===== config.mk =====
export PLATFORM = sky130hd
export DESIGN_NAME = coil_edge_speed_measure_flat
export DESIGN_NICKNAME = d
export VERILOG_FILES = /design/src/rtl/cesm_pkg.sv /design/src/rtl/cesm_pix_if.sv /design/src/rtl/cesm_res_if.sv /design/src/rtl/cesm_cfg_if.sv /design/src/rtl/cesm_edge_count.sv /design/src/rtl/cesm_seq.sv /design/src/rtl/coil_edge_speed_measure.sv /design/src/flat_wrapper.sv
export SDC_FILE = /design/constraint.sdc
export NUM_CORES = 1
export LEC_CHECK = 0
export ABC_AREA = 1
export BUFFER_PORTS_ARGS = -buffer_cell sky130_fd_sc_hd__buf_2
export CAP_MARGIN = 20
export CORE_UTILIZATION = 50
export CTS_BUF_LIST = sky130_fd_sc_hd__clkbuf_2
export DETAILED_ROUTE_END_ITERATION = 10
export GPL_TIMING_DRIVEN = 0
export PLACE_DENSITY = 0.69
export SYNTH_ARGS = -nofsm -noshare
export SYNTH_HDL_FRONTEND = slang
export SYNTH_SLANG_ARGS = --single-unit

===== constraint.sdc =====
create_clock -name clk -period 8.8 [get_ports clk]
set_input_delay 1.76 -clock clk [delete_from_list [all_inputs] [get_ports clk]]
set_output_delay 1.76 -clock clk [all_outputs]
set_load 0.01 [all_outputs]

===== src/rtl/cesm_pkg.sv =====
// Package: shared types, constants and helpers for the coil edge speed block.
package cesm_pkg;

  localparam int MAX_DIM = 1024;
  localparam int DIM_W   = $clog2(MAX_DIM);
  localparam int CNT_W   = DIM_W + 1;

  localparam int WIDTH_W  = 11;
  localparam int THR_W    = 9;
  localparam int DIST_W   = 16;
  localparam int RATE_W   = 8;
  localparam int PIXEL_W  = 8;
  localparam int SPEED_W  = 16;
  localparam int FILL_W   = 10;
  localparam int FRAMES_W = 16;

  localparam int CFG_IDX_W  = 3;
  localparam int CFG_DATA_W = 16;

  localparam int MUL_A_W = 24;
  localparam int MUL_B_W = (DIM_W > 10) ? DIM_W : 10;
  localparam int PROD_W  = MUL_A_W + MUL_B_W;

  localparam int NUM_W  = 33;
  localparam int DEN_W  = 26;
  localparam int DIVD_W = NUM_W + 1;
  localparam int DVS_W  = DEN_W + 1;
  localparam int DCNT_W = $clog2(DIVD_W);

  localparam int KMH_SCALE   = 360;
  localparam int MM_PER_UNIT = 1000;

  typedef enum logic [CFG_IDX_W-1:0] {
    REG_WIDTH,
    REG_HEIGHT,
    REG_THRESHOLD,
    REG_DISTANCE,
    REG_RATE
  } reg_idx_t;

  typedef enum logic [3:0] {
    S_IDLE,
    S_THR,
    S_TOUCH,
    S_DEN,
    S_MULA,
    S_MULB,
    S_LOAD,
    S_DIV,
    S_OUT
  } seq_state_t;

  typedef struct packed {
    logic [WIDTH_W-1:0] coil_width;
    logic [WIDTH_W-1:0] coil_height;
    logic [THR_W-1:0]   touch_threshold;
    logic [DIST_W-1:0]  gate_distance_mm;
    logic [RATE_W-1:0]  frame_rate;
  } cfg_t;

  typedef struct packed {
    logic [CNT_W-1:0] upper;
    logic [CNT_W-1:0] lower;
  } fill_t;

  typedef struct packed {
    logic               speed_valid;
    logic [SPEED_W-1:0] speed_centi_kmh;
    logic               top_touch;
    logic               bottom_touch;
    logic [FILL_W-1:0]  top_fill;
    logic [FILL_W-1:0]  bottom_fill;
  } res_t;

  function automatic logic [CNT_W-1:0] clamp_dim(logic [WIDTH_W-1:0] v);
    logic [CNT_W-1:0] r;
    if (32'(v) < 2) begin
      r = CNT_W'(2);
    end else if (32'(v) > MAX_DIM) begin
      r = CNT_W'(MAX_DIM);
    end else begin
      r = CNT_W'(v);
    end
    return r;
  endfunction

  function automatic logic [FILL_W-1:0] fill_out(logic [CNT_W-1:0] c);
    logic [FILL_W-1:0] r;
    if (32'(c) > (2 ** FILL_W) - 1) begin
      r = '1;
    end else begin
      r = FILL_W'(c);
    end
    return r;
  endfunction

endpackage


===== src/rtl/cesm_pix_if.sv =====
// Interface: mask pixel input channel.
interface cesm_pix_if;
  import cesm_pkg::*;
  logic               valid;
  logic               ready;
  logic [PIXEL_W-1:0] pixel;
  modport source(output valid, output pixel, input ready);
  modport sink(input valid, input pixel, output ready);
endinterface


===== src/rtl/cesm_res_if.sv =====
// Interface: per-frame result channel.
interface cesm_res_if;
  import cesm_pkg::*;
  logic               valid;
  logic               ready;
  logic               speed_valid;
  logic [SPEED_W-1:0] speed_centi_kmh;
  logic               top_touch;
  logic               bottom_touch;
  logic [FILL_W-1:0]  top_fill;
  logic [FILL_W-1:0]  bottom_fill;
  modport source(output valid, output speed_valid, output speed_centi_kmh,
                 output top_touch, output bottom_touch, output top_fill,
                 output bottom_fill, input ready);
  modport sink(input valid, input speed_valid, input speed_centi_kmh,
               input top_touch, input bottom_touch, input top_fill,
               input bottom_fill, output ready);
endinterface


===== src/rtl/cesm_cfg_if.sv =====
// Interface: configuration register write channel.
interface cesm_cfg_if;
  import cesm_pkg::*;
  logic                  valid;
  logic                  ready;
  logic [CFG_IDX_W-1:0]  index;
  logic [CFG_DATA_W-1:0] data;
  modport source(output valid, output index, output data, input ready);
  modport sink(input valid, input index, input data, output ready);
endinterface


===== src/rtl/cesm_edge_count.sv =====
// Raster position tracking and edge row fill counting.
module cesm_edge_count (
  input  logic                         clk,
  input  logic                         rst,
  input  cesm_pkg::cfg_t               cfg,
  input  logic                         accept,
  input  logic [cesm_pkg::PIXEL_W-1:0] pixel,
  output logic                         frame_end,
  output cesm_pkg::fill_t              fill
);
  import cesm_pkg::*;

  logic [DIM_W-1:0] col_pos;
  logic [DIM_W-1:0] row_pos;
  logic [CNT_W-1:0] upper_count;
  logic [CNT_W-1:0] lower_count;
  logic [DIM_W-1:0] w_last;
  logic [DIM_W-1:0] h_last;
  logic             last_col;
  logic             last_row;
  logic             counted;

  always_comb begin
    w_last    = DIM_W'(clamp_dim(cfg.coil_width) - CNT_W'(1));
    h_last    = DIM_W'(clamp_dim(cfg.coil_height) - CNT_W'(1));
    last_col  = col_pos >= w_last;
    last_row  = row_pos >= h_last;
    frame_end = last_col && last_row;
    counted   = (pixel != '0) && (col_pos != '0);
    fill.upper = upper_count;
    fill.lower = lower_count;
    if (counted && row_pos == DIM_W'(1) && 32'(upper_count) < MAX_DIM) begin
      fill.upper = upper_count + CNT_W'(1);
    end
    if (counted && last_row && 32'(lower_count) < MAX_DIM) begin
      fill.lower = lower_count + CNT_W'(1);
    end
  end

  always_ff @(posedge clk) begin
    if (rst) begin
      col_pos     <= '0;
      row_pos     <= '0;
      upper_count <= '0;
      lower_count <= '0;
    end else if (accept) begin
      if (!last_col) begin
        col_pos     <= col_pos + DIM_W'(1);
        upper_count <= fill.upper;
        lower_count <= fill.lower;
      end else if (!last_row) begin
        col_pos     <= '0;
        row_pos     <= row_pos + DIM_W'(1);
        upper_count <= fill.upper;
        lower_count <= fill.lower;
      end else begin
        col_pos     <= '0;
        row_pos     <= '0;
        upper_count <= '0;
        lower_count <= '0;
      end
    end
  end

endmodule


===== src/rtl/cesm_seq.sv =====
// Frame-end sequencer: shared multiplier, restoring divider, tracking and result register.
module cesm_seq (
  input  logic            clk,
  input  logic            rst,
  input  cesm_pkg::cfg_t  cfg,
  input  logic            start,
  input  cesm_pkg::fill_t fill,
  output logic            idle,
  output logic            res_valid,
  input  logic            res_ready,
  output cesm_pkg::res_t  res_data
);
  import cesm_pkg::*;

  seq_state_t state;
  seq_state_t state_next;

  logic                tracking;
  logic [FRAMES_W-1:0] transit_frames;

  logic [CNT_W-1:0]    upper_q;
  logic [CNT_W-1:0]    lower_q;
  logic                top_q;
  logic                bot_q;
  logic                meas_q;
  logic                use_div;
  logic [SPEED_W-1:0]  speed_q;

  logic [PROD_W-1:0]   prod;
  logic [DEN_W-1:0]    den;
  logic [DIVD_W-1:0]   quo;
  logic [DVS_W-1:0]    rem;
  logic [DVS_W-1:0]    dvs;
  logic [DCNT_W-1:0]   cnt;

  logic [MUL_A_W-1:0]  mul_a;
  logic [MUL_B_W-1:0]  mul_b;
  logic                top_hit;
  logic                bot_hit;
  logic                out_free;
  logic [DVS_W:0]      r_shift;
  logic [DVS_W+1:0]    r_diff;
  logic                r_ge;
  logic [SPEED_W-1:0]  speed_fin;

  always_comb begin
    state_next = state;
    case (state)
      S_IDLE:  if (start) state_next = S_THR;
      S_THR:   state_next = S_TOUCH;
      S_TOUCH: begin
        if (tracking && top_hit && transit_frames != '0) begin
          state_next = S_DEN;
        end else begin
          state_next = S_OUT;
        end
      end
      S_DEN:   state_next = S_MULA;
      S_MULA:  state_next = S_MULB;
      S_MULB:  state_next = S_LOAD;
      S_LOAD:  state_next = S_DIV;
      S_DIV:   if (cnt == DCNT_W'(DIVD_W - 1)) state_next = S_OUT;
      S_OUT:   if (out_free) state_next = S_IDLE;
      default: state_next = S_IDLE;
    endcase
  end

  always_comb begin
    idle     = state == S_IDLE;
    out_free = !res_valid || res_ready;
    mul_a    = '0;
    mul_b    = '0;
    case (state)
      S_THR: begin
        mul_a = MUL_A_W'(cfg.touch_threshold);
        mul_b = MUL_B_W'(clamp_dim(cfg.coil_width) - CNT_W'(1));
      end
      S_DEN: begin
        mul_a = MUL_A_W'(transit_frames);
        mul_b = MUL_B_W'(MM_PER_UNIT);
      end
      S_MULA: begin
        mul_a = MUL_A_W'(cfg.gate_distance_mm);
        mul_b = MUL_B_W'(cfg.frame_rate);
      end
      S_MULB: begin
        mul_a = prod[MUL_A_W-1:0];
        mul_b = MUL_B_W'(KMH_SCALE);
      end
      default: begin
        mul_a = '0;
        mul_b = '0;
      end
    endcase
    top_hit   = PROD_W'({upper_q, 8'b0}) >= prod;
    bot_hit   = PROD_W'({lower_q, 8'b0}) >= prod;
    r_shift   = {rem, quo[DIVD_W-1]};
    r_diff    = {1'b0, r_shift} - {2'b0, dvs};
    r_ge      = !r_diff[DVS_W+1];
    speed_fin = speed_q;
    if (use_div) begin
      speed_fin = (quo[DIVD_W-1:SPEED_W] != '0) ? '1 : quo[SPEED_W-1:0];
    end
  end

  always_ff @(posedge clk) begin
    if (rst) begin
      state          <= S_IDLE;
      tracking       <= 1'b0;
      transit_frames <= '0;
      res_valid      <= 1'b0;
    end else begin
      state <= state_next;
      if (state == S_TOUCH) begin
        if (bot_hit && !top_hit) begin
          tracking <= 1'b1;
          if (!tracking) begin
            transit_frames <= FRAMES_W'(2);
          end else if (transit_frames != '1) begin
            transit_frames <= transit_frames + FRAMES_W'(1);
          end
        end
        if (tracking && top_hit) begin
          tracking <= 1'b0;
        end
      end
      if (state == S_OUT && out_free) begin
        res_valid <= 1'b1;
      end else if (res_ready) begin
        res_valid <= 1'b0;
      end
    end
  end

  always_ff @(posedge clk) begin
    case (state)
      S_IDLE: begin
        if (start) begin
          upper_q <= fill.upper;
          lower_q <= fill.lower;
        end
      end
      S_THR: prod <= PROD_W'(mul_a * mul_b);
      S_TOUCH: begin
        top_q   <= top_hit;
        bot_q   <= bot_hit;
        meas_q  <= tracking && top_hit;
        use_div <= tracking && top_hit && transit_frames != '0;
        speed_q <= (tracking && top_hit) ? '1 : '0;
      end
      S_DEN: prod <= PROD_W'(mul_a * mul_b);
      S_MULA: begin
        den  <= prod[DEN_W-1:0];
        prod <= PROD_W'(mul_a * mul_b);
      end
      S_MULB: prod <= PROD_W'(mul_a * mul_b);
      S_LOAD: begin
        quo <= DIVD_W'({prod[NUM_W-1:0], 1'b0}) + DIVD_W'(den);
        dvs <= {den, 1'b0};
        rem <= '0;
        cnt <= '0;
      end
      S_DIV: begin
        rem <= r_ge ? r_diff[DVS_W-1:0] : r_shift[DVS_W-1:0];
        quo <= {quo[DIVD_W-2:0], r_ge};
        cnt <= cnt + DCNT_W'(1);
      end
      S_OUT: begin
        if (out_free) begin
          res_data.speed_valid     <= meas_q;
          res_data.speed_centi_kmh <= speed_fin;
          res_data.top_touch       <= top_q;
          res_data.bottom_touch    <= bot_q;
          res_data.top_fill        <= fill_out(upper_q);
          res_data.bottom_fill     <= fill_out(lower_q);
        end
      end
      default: begin
      end
    endcase
  end

endmodule


===== src/rtl/coil_edge_speed_measure.sv =====
// Top level: coil edge speed measurement with configuration registers.
// Mask pixels are taken one per clock in raster order while the sequencer is
// idle. On the last pixel of a frame the sequencer runs: a shared multiplier
// forms the threshold product, and when a measurement completes it also forms
// the distance and frame terms, then a restoring divider retires one quotient
// bit per cycle. Pixel ready is low while it runs and while the previous result
// still waits in the output register. There is no clearing pass after reset.
// Configuration writes are always taken.
module coil_edge_speed_measure (
  input logic        clk,
  input logic        rst,
  cesm_cfg_if.sink   cfg,
  cesm_pix_if.sink   pix,
  cesm_res_if.source res
);
  import cesm_pkg::*;

  cfg_t  cfg_q;
  fill_t fill;
  res_t  res_data;
  logic  frame_end;
  logic  idle;
  logic  accept;

  assign cfg.ready = 1'b1;
  assign pix.ready = idle;
  assign accept    = pix.valid && pix.ready;

  always_ff @(posedge clk) begin
    if (rst) begin
      cfg_q.coil_width       <= WIDTH_W'(64);
      cfg_q.coil_height      <= WIDTH_W'(64);
      cfg_q.touch_threshold  <= THR_W'(128);
      cfg_q.gate_distance_mm <= DIST_W'(5000);
      cfg_q.frame_rate       <= RATE_W'(25);
    end else if (cfg.valid && cfg.ready) begin
      case (reg_idx_t'(cfg.index))
        REG_WIDTH:     cfg_q.coil_width       <= cfg.data[WIDTH_W-1:0];
        REG_HEIGHT:    cfg_q.coil_height      <= cfg.data[WIDTH_W-1:0];
        REG_THRESHOLD: cfg_q.touch_threshold  <= cfg.data[THR_W-1:0];
        REG_DISTANCE:  cfg_q.gate_distance_mm <= cfg.data[DIST_W-1:0];
        REG_RATE:      cfg_q.frame_rate       <= cfg.data[RATE_W-1:0];
        default: begin
        end
      endcase
    end
  end

  cesm_edge_count u_edge (
    .clk      (clk),
    .rst      (rst),
    .cfg      (cfg_q),
    .accept   (accept),
    .pixel    (pix.pixel),
    .frame_end(frame_end),
    .fill     (fill)
  );

  cesm_seq u_seq (
    .clk      (clk),
    .rst      (rst),
    .cfg      (cfg_q),
    .start    (accept && frame_end),
    .fill     (fill),
    .idle     (idle),
    .res_valid(res.valid),
    .res_ready(res.ready),
    .res_data (res_data)
  );

  assign res.speed_valid     = res_data.speed_valid;
  assign res.speed_centi_kmh = res_data.speed_centi_kmh;
  assign res.top_touch       = res_data.top_touch;
  assign res.bottom_touch    = res_data.bottom_touch;
  assign res.top_fill        = res_data.top_fill;
  assign res.bottom_fill     = res_data.bottom_fill;

  a_busy_after_frame: assert property (@(posedge clk) disable iff (rst)
    accept && frame_end |=> !pix.ready)
    else $error("pixel ready high right after a frame-end transfer");

  a_speed_needs_top: assert property (@(posedge clk) disable iff (rst)
    res.valid && res.speed_valid |-> res.top_touch)
    else $error("speed reported without a top touch");

  a_speed_zero: assert property (@(posedge clk) disable iff (rst)
    res.valid && !res.speed_valid |-> res.speed_centi_kmh == '0)
    else $error("nonzero speed without a measurement");

endmodule

===== src/flat_wrapper.sv =====
// flat-port wrapper written by rule: the top's interface ports become plain ports
module coil_edge_speed_measure_flat import cesm_pkg::*;
  (clk, rst, cfg_valid, cfg_index, cfg_data, cfg_ready, pix_valid, pix_pixel, pix_ready, res_valid, res_speed_valid, res_speed_centi_kmh, res_top_touch, res_bottom_touch, res_top_fill, res_bottom_fill, res_ready);
  cesm_cfg_if cfg_i ();
  cesm_pix_if pix_i ();
  cesm_res_if res_i ();
  input logic clk;
  input logic rst;
  input wire logic [$bits(cfg_i.valid)-1:0] cfg_valid;
  input wire logic [$bits(cfg_i.index)-1:0] cfg_index;
  input wire logic [$bits(cfg_i.data)-1:0] cfg_data;
  output wire logic [$bits(cfg_i.ready)-1:0] cfg_ready;
  input wire logic [$bits(pix_i.valid)-1:0] pix_valid;
  input wire logic [$bits(pix_i.pixel)-1:0] pix_pixel;
  output wire logic [$bits(pix_i.ready)-1:0] pix_ready;
  output wire logic [$bits(res_i.valid)-1:0] res_valid;
  output wire logic [$bits(res_i.speed_valid)-1:0] res_speed_valid;
  output wire logic [$bits(res_i.speed_centi_kmh)-1:0] res_speed_centi_kmh;
  output wire logic [$bits(res_i.top_touch)-1:0] res_top_touch;
  output wire logic [$bits(res_i.bottom_touch)-1:0] res_bottom_touch;
  output wire logic [$bits(res_i.top_fill)-1:0] res_top_fill;
  output wire logic [$bits(res_i.bottom_fill)-1:0] res_bottom_fill;
  input wire logic [$bits(res_i.ready)-1:0] res_ready;
  assign cfg_i.valid = cfg_valid;
  assign cfg_i.index = cfg_index;
  assign cfg_i.data = cfg_data;
  assign cfg_ready = cfg_i.ready;
  assign pix_i.valid = pix_valid;
  assign pix_i.pixel = pix_pixel;
  assign pix_ready = pix_i.ready;
  assign res_valid = res_i.valid;
  assign res_speed_valid = res_i.speed_valid;
  assign res_speed_centi_kmh = res_i.speed_centi_kmh;
  assign res_top_touch = res_i.top_touch;
  assign res_bottom_touch = res_i.bottom_touch;
  assign res_top_fill = res_i.top_fill;
  assign res_bottom_fill = res_i.bottom_fill;
  assign res_i.ready = res_ready;
  coil_edge_speed_measure u_core (.clk(clk), .rst(rst), .cfg(cfg_i), .pix(pix_i), .res(res_i));
endmodule

* After elaboration in Yosys (flattened, before gate mapping)
Index checks and enable logic that the tools add are counted.
** Storage, ports and cells
- Register bits after elaboration :: 353
- Input bits :: 32
- Output and inout bits :: 42
- Logic and storage cells :: 145
** Cells by class
- $add $sub $neg :: 11
- Multipliers :: 1
- Order comparisons :: 12
- Equality and inequality tests :: 19
- Mux-type cells :: 33
- Reductions and logical operators :: 37
** Operator list (count)
- case mux 24 bit (4 select lines) :: 1
- two-way mux 16 bit :: 5
- two-way mux 10 bit :: 7
- >= comparator 19 x 34 -> 1 bit :: 2
- case mux 34 bit (2 select lines) :: 1
- two-way mux 11 bit :: 6
- case mux 27 bit (2 select lines) :: 1
- case mux 10 bit (4 select lines) :: 1
- case mux 4 bit (9 select lines) :: 1
- adder 34 x 26 -> 34 bit :: 1
- multiplier 24 x 10 -> 34 bit :: 1
- subtractor 10 x 1 -> 10 bit, second input constant :: 3
- subtractor 28 x 27 -> 29 bit :: 1
- two-way mux 27 bit :: 1
- adder 11 x 1 -> 11 bit, second input constant :: 2
- greater-than comparator 11 x 10 -> 1 bit, second input constant :: 2
- greater-than comparator 11 bit, second input constant :: 2
- < comparator 11 bit, second input constant :: 2
- < comparator 11 x 2 -> 1 bit, second input constant :: 2
- adder 10 x 1 -> 10 bit, second input constant :: 2
- >= comparator 10 bit :: 2
- AND reduction 2 bit :: 9
- nonzero test 18 bit :: 1
- adder 16 x 1 -> 16 bit, second input constant :: 1
- other kinds (27) :: 56

* Logic depth before layout (Yosys ltp)
- Depth in word-level cells :: 10
- Depth in mapped cells :: 34
- Depth with buffers taken out :: 34

* Cells and area by module
A second synthesis with hierarchy kept.
** Second synthesis, totals
- Cell total of the unflattened synthesis :: 3444
- Area, all modules :: 27338.7 µm²
** Modules (own cells, without submodules)
- cesm_seq :: instances 1, cells an instance 2531, area each 21466.8 µm², seq. area each 6986.7 µm²
- cesm_edge_count :: instances 1, cells an instance 586, area each 3626.0 µm², seq. area each 840.8 µm²
- coil_edge_speed_measure :: instances 1, cells an instance 327, area each 2245.9 µm², seq. area each 1101.1 µm²

* Worst setup path after synthesis
No wires, ideal clock.
- Path kind :: input-to-reg
- Start :: input port res_ready
- End :: register, netlist name u_core.u_seq.res_data[0]
- Setup time :: 0.532 ns
- Arrival time :: 5.528 ns
- Data required time :: 8.268 ns
- Slack :: 2.740 ns
- Stages on the path :: 2
- Buffers on the path :: 0
- Cells stage by stage :: nor2_1 -> nor4_1
** On the way
- Cells in the longest elaborated chain, start to end :: 2
** Ends and longest elaborated chain
- from (decl) :: RTL line flat_wrapper.sv:23 : input wire logic [$bits(res_i.ready)-1:0] res_ready;
- logical OR 1 bit :: RTL line cesm_seq.sv:70 : out_free = !res_valid || res_ready;
- AND reduction 2 bit (no line)
No other way between the ends.
A chain may end at the register's enable or synchronous reset.

* Final worst setup path
- Start :: register u_core.u_seq.state[2]
- End :: register u_core.u_seq.prod[28] (data pin)
** On the way
- Cells in the longest elaborated chain, start to end :: 3
- Elaborated cells between the ends (all ways) :: 7
- Those cells by class :: mul (1); eq/ne (4); mux (2)
** Ends and longest elaborated chain
- from (decl) :: RTL line cesm_seq.sv:15 : seq_state_t state;
- from (signal assigned) :: RTL line cesm_seq.sv:113 : state <= state_next;
- == test 4 x 3 -> 1 bit, or another cell as far along :: RTL line cesm_seq.sv:73, cesm_seq.sv:136
- case mux 24 bit (4 select lines) / case mux 10 bit (4 select lines) (equally long branches) :: RTL line cesm_seq.sv:73 : case (state)
- multiplier 24 x 10 -> 34 bit (*)
- to (signal assigned) :: RTL line cesm_seq.sv:143 : S_THR: prod <= PROD_W'(mul_a * mul_b);
- to (signal assigned) :: RTL line cesm_seq.sv:151 : S_DEN: prod <= PROD_W'(mul_a * mul_b);
- to (signal assigned) :: RTL line cesm_seq.sv:154 : prod <= PROD_W'(mul_a * mul_b);
- to (decl) :: RTL line cesm_seq.sv:29 : logic [PROD_W-1:0] prod;
Mark *: on every way between the ends. The rest lies on a longest branch, timed or not.

==> run_results.csv <==
group,metric,value,unit
final_layout,stdcell_count,4289,
hold_path,holdCritPathClass,"register to register",
place,gp_congestion,0.967,
critical_path,r2r_setup_slack,1240,ps
synth,syn_inst,3316,
global_routing,track_usage,0.280,
synth,synth-compound-area-share,0.112,
timing,timing.hold.ws,436,ps
detailed_routing,wl_met1,32800,um
status,status,"finished, final reports clean",
synth,ys_async_sr_fraction,0,
clocking,cts_setup_buffers,0,
synth,ys_ff_latch,337,
synth,synth_ff_type,"edfxtp_1",
final_layout,fill_cells,5077,
critical_path,cp_slowest_cell,"buf_4",
clocking,clock_latency,1080,ps
final_layout,final_area,29100,sq um
synth,synth_top_family_by_area,"simple AND/OR/NAND/NOR gates",
critical_path,required,9610,ps
timing,period_minus_slack,7560,ps
critical_path,r2r_end,"u_core.u_seq.prod[28]",
critical_path,arrival,8370,ps
clocking,clockRootBuffer,"clkbuf_2",
synth,synthXorXnorAreaFrac,0.0305,
detailed_routing,viasPerCell,5.38,
critical_path,crit_path_max_incr_delay,550,ps
job,cap_violations,0,
timing,final.setup.tns,0,ps
critical_path,startpoint,"u_core.u_seq.state[2]",
place,dpl.hpwl,59300,um
final_layout,fin_util,0.553,
clocking,path_clk_slew,90,ps
clocking,hold_buffers,0,
die,dieArea,54300,sq um
detailed_routing,drt-initial-drc-count,1618,
place,placedCellCount,4133,
die,initial_core_util,0.507,
critical_path,path_depth,25,
detailed_routing,routed-wl-met2,34000,um
synth,synth_cell_type_count,56,
final_layout,syn2layout_area_growth,9.08,%
detailed_routing,drc,0,
synth,yosys.area_share.adder,0.214,
global_routing,antenna_found_initial,2,
detailed_routing,antenna_left,0,
global_routing,grt_max_degree,36,
critical_path,crit_end,"u_core.u_seq.prod[28]",
timing,fin_crit_sh,0.859,
global_routing,grt_pass1_vias,22700,
critical_path,crit_type,"register to register",
final_layout,layout.nets,3917,
critical_path,r2r-start,"u_core.u_seq.state[2]",
clocking,cts_buffers,88,
timing,finalHoldViolCount,0,
global_routing,overflow,0,
critical_path,start_kind,"register",
final_layout,drive_gt1_frac,0.0903,
critical_path,cp_common_cell,"nand2_1",
detailed_routing,vias,23100,
clocking,htreeDepth,3,
synth,yosysWarnings,0,
die,die_x,233,um
die,rows,84,
synth,ys_seq_area_frac,0.335,
die,coreArea,52700,sq um
clocking,cts_tree,"yes",
detailed_routing,firstDrtPassIters,6,
synth,syn_avg_cell_area,8.04,sq um
timing,maxSlewHeadroom,0.271,
synth,synth-simple-area-share,0.221,
timing,fmax,132,MHz
power,ir_drop,0.0912,mV
detailed_routing,routedWlPerCell,17.1,um
detailed_routing,wl_met3,5070,um
die,die_y,233,um
synth,synth-edff-count,218,
clocking,cts_buffer_depth,3,
timing,worstMarginPinSlew,1090,ps
power,powerDensity,118,nW/um^2
hold_path,holdPathStages,0,
critical_path,worst_path_dominant_cell_family,"adder cells",
critical_path,cp-end-kind,"register",
synth,synthesis.area,26700,sq um
critical_path,r2r_cells,25,
critical_path,cp_max_fo,35,
detailed_routing,top_layer,"met4",
synth,synth_mux_area_frac,0,
timing,rsz0062_at_grt,"false",
place,port_buffers,71,
detailed_routing,routed_wl,73500,um
critical_path,critPathBufInv,6,
timing,skew,127,ps
place,placed_cell_area,28200,sq um
timing,setup_viol,0,
clocking,cts_resized,0,
power,p_leak,0.0132,uW
timing,maxSlewViolCount,0,
clocking,cts.sinks,337,
global_routing,grt_pass1_wl,118000,um
die,ios,74,
-- cell families (layout without fill, tap and decap cells) --
family / count (synthesis) / after routing
buffers and inverters: 601 / 837
AO/OA/AOI/OAI: 547 / 547
other: 2 / 51
flip-flops: 337 / 337
XOR/XNOR: 93 / 93
adder cells (fa/ha/maj): 350 / 350
AND/OR/NAND/NOR: 1386 / 1386
-- flip-flops by register name (all words and copies together), names as in the netlist --
name / count
u_core.u_seq.state: 4
u_core.u_edge.upper_count: 11
u_core.u_seq.top_q: 1
u_core.u_edge.col_pos: 10
u_core.u_seq.transit_frames: 16
u_core.u_seq.lower_q: 11
u_core.cfg_q: 55
u_core.u_edge.row_pos: 10
u_core.u_seq.res_data: 39
u_core.u_seq.den: 26
u_core.u_seq.speed_q: 1
u_core.u_seq.use_div: 1
u_core.u_seq.quo: 34
u_core.u_seq.bot_q: 1
u_core.u_seq.upper_q: 11
u_core.u_seq.dvs: 26
u_core.u_seq.prod: 34
u_core.u_edge.lower_count: 11
u_core.u_seq.cnt: 6
u_core.u_seq.rem: 27
u_core.u_seq.tracking: 1
u_core.u_seq.res_valid: 1
-- how the worst min path moves through the flow --
| stage | from | to | slack [ps] |
|---|---|---|---|
| 3_3_place_gp | u_core.u_seq.den[1] | u_core.u_seq.dvs[2] | 440 |
| 6_report | u_core.u_seq.den[10] | u_core.u_seq.dvs[11] | 440 |
| 3_5_place_dp | u_core.u_seq.bot_q | u_core.u_seq.res_data[20] | 430 |
| 2_1_floorplan | u_core.u_seq.bot_q | u_core.u_seq.res_data[20] | 400 |
| 4_1_cts | u_core.u_seq.den[11] | u_core.u_seq.dvs[12] | 420 |
| 5_1_grt | u_core.u_seq.den[11] | u_core.u_seq.dvs[12] | 440 |
-- power by group --
part / leakage, uW / internal, uW / switching, uW
Combinational: 0.00971 / 196 / 370
Sequential: 0.00288 / 1700 / 7.09
Clock: 0.000622 / 490 / 672
-- worst register-to-register path: stages (launching register included) --
cell      delay (ps)
dfxtp_1          410
inv_1             60
nor2_1           140
inv_2            130
nor2_2           520
buf_4            550
nand2_1          330
clkbuf_1         350
a21oi_1          340
fa_1             480
fa_1             540
fa_1             550
fa_1             550
inv_1             60
fa_1             530
inv_1             40
ha_1             350
nand2_1          120
nor3_1           440
nand4_1          170
nand3_1          190
nand2_1           80
nand2_1           90
nand2_1           60
nand2_1           70
xor2_1           190
-- metal layers --
| metal | track usage | vias to the layer above |
|---|---|---|
| met1 | 0.377 | 10900 |
| met4 | 0.0774 | 0 |
| met2 | 0.463 | 821 |
| met3 | 0.0480 | 125 |
| li1 | - | 11300 |
| met5 | 0 | - |
-- final cells by class --
cell class,instances,area (sq um),share of cell area
buffer,72,357,0.0123
sequential,337,8930,0.307
clock inverter,36,264,0.00907
multi-input combinational,2425,15600,0.537
tap,688,861,0.0296
antenna,2,5.00,0.000172
timing repair buffer,82,492,0.0169
clock buffer,118,591,0.0203
inverter,529,1990,0.0682
-- through the flow --
| stage | total power (uW) | setup WS, ps |
|---|---|---|
| floorplan | 2140 | 2740 |
| detailed placement | 2300 | 1370 |
| CTS | 3450 | 1280 |
| global placement | 2290 | 735 |
| global route | 3610 | 836 |
| finish | 3430 | 1240 |
-- cell usage in the layout, fill, tap and decap left out, types with 10 or more instances in the layout --
cell type  instances
edfxtp_1         218
nand3_1          138
o21ai_0          167
conb_1            49
dfxtp_1          119
xnor2_1           36
nor4_1            19
o22ai_1           17
inv_1            515
inv_2             11
nor2_1           351
nand2_1          703
clkbuf_2         118
a31oi_1           15
clkbuf_1          38
ha_1             174
nand3b_1          12
or2_2             30
nor3_1            46
a21oi_1          276
o21bai_1          16
a21o_1            15
clkinv_1          25
fa_1             176
buf_4             10
buf_2             93
xor2_1            57
nand4_1           51
-- Yosys cell counts, types with 20 or more instances --
master | number | share of area
xor2_1 | 57 | 0.019
inv_1 | 515 | 0.072
a21oi_1 | 276 | 0.052
nor4_1 | 20 | 0.0047
nand4_1 | 51 | 0.012
buf_2 | 21 | 0.0039
o21ai_0 | 167 | 0.031
nand3_1 | 138 | 0.026
dfxtp_1 | 119 | 0.089
clkbuf_1 | 38 | 0.0053
nor2_1 | 352 | 0.050
or2_2 | 30 | 0.0070
nand2_1 | 703 | 0.099
ha_1 | 174 | 0.082
edfxtp_1 | 218 | 0.25
nor3_1 | 47 | 0.0088
fa_1 | 176 | 0.13
xnor2_1 | 36 | 0.012
No activity file was read; power rests on OpenSTA's default activity.
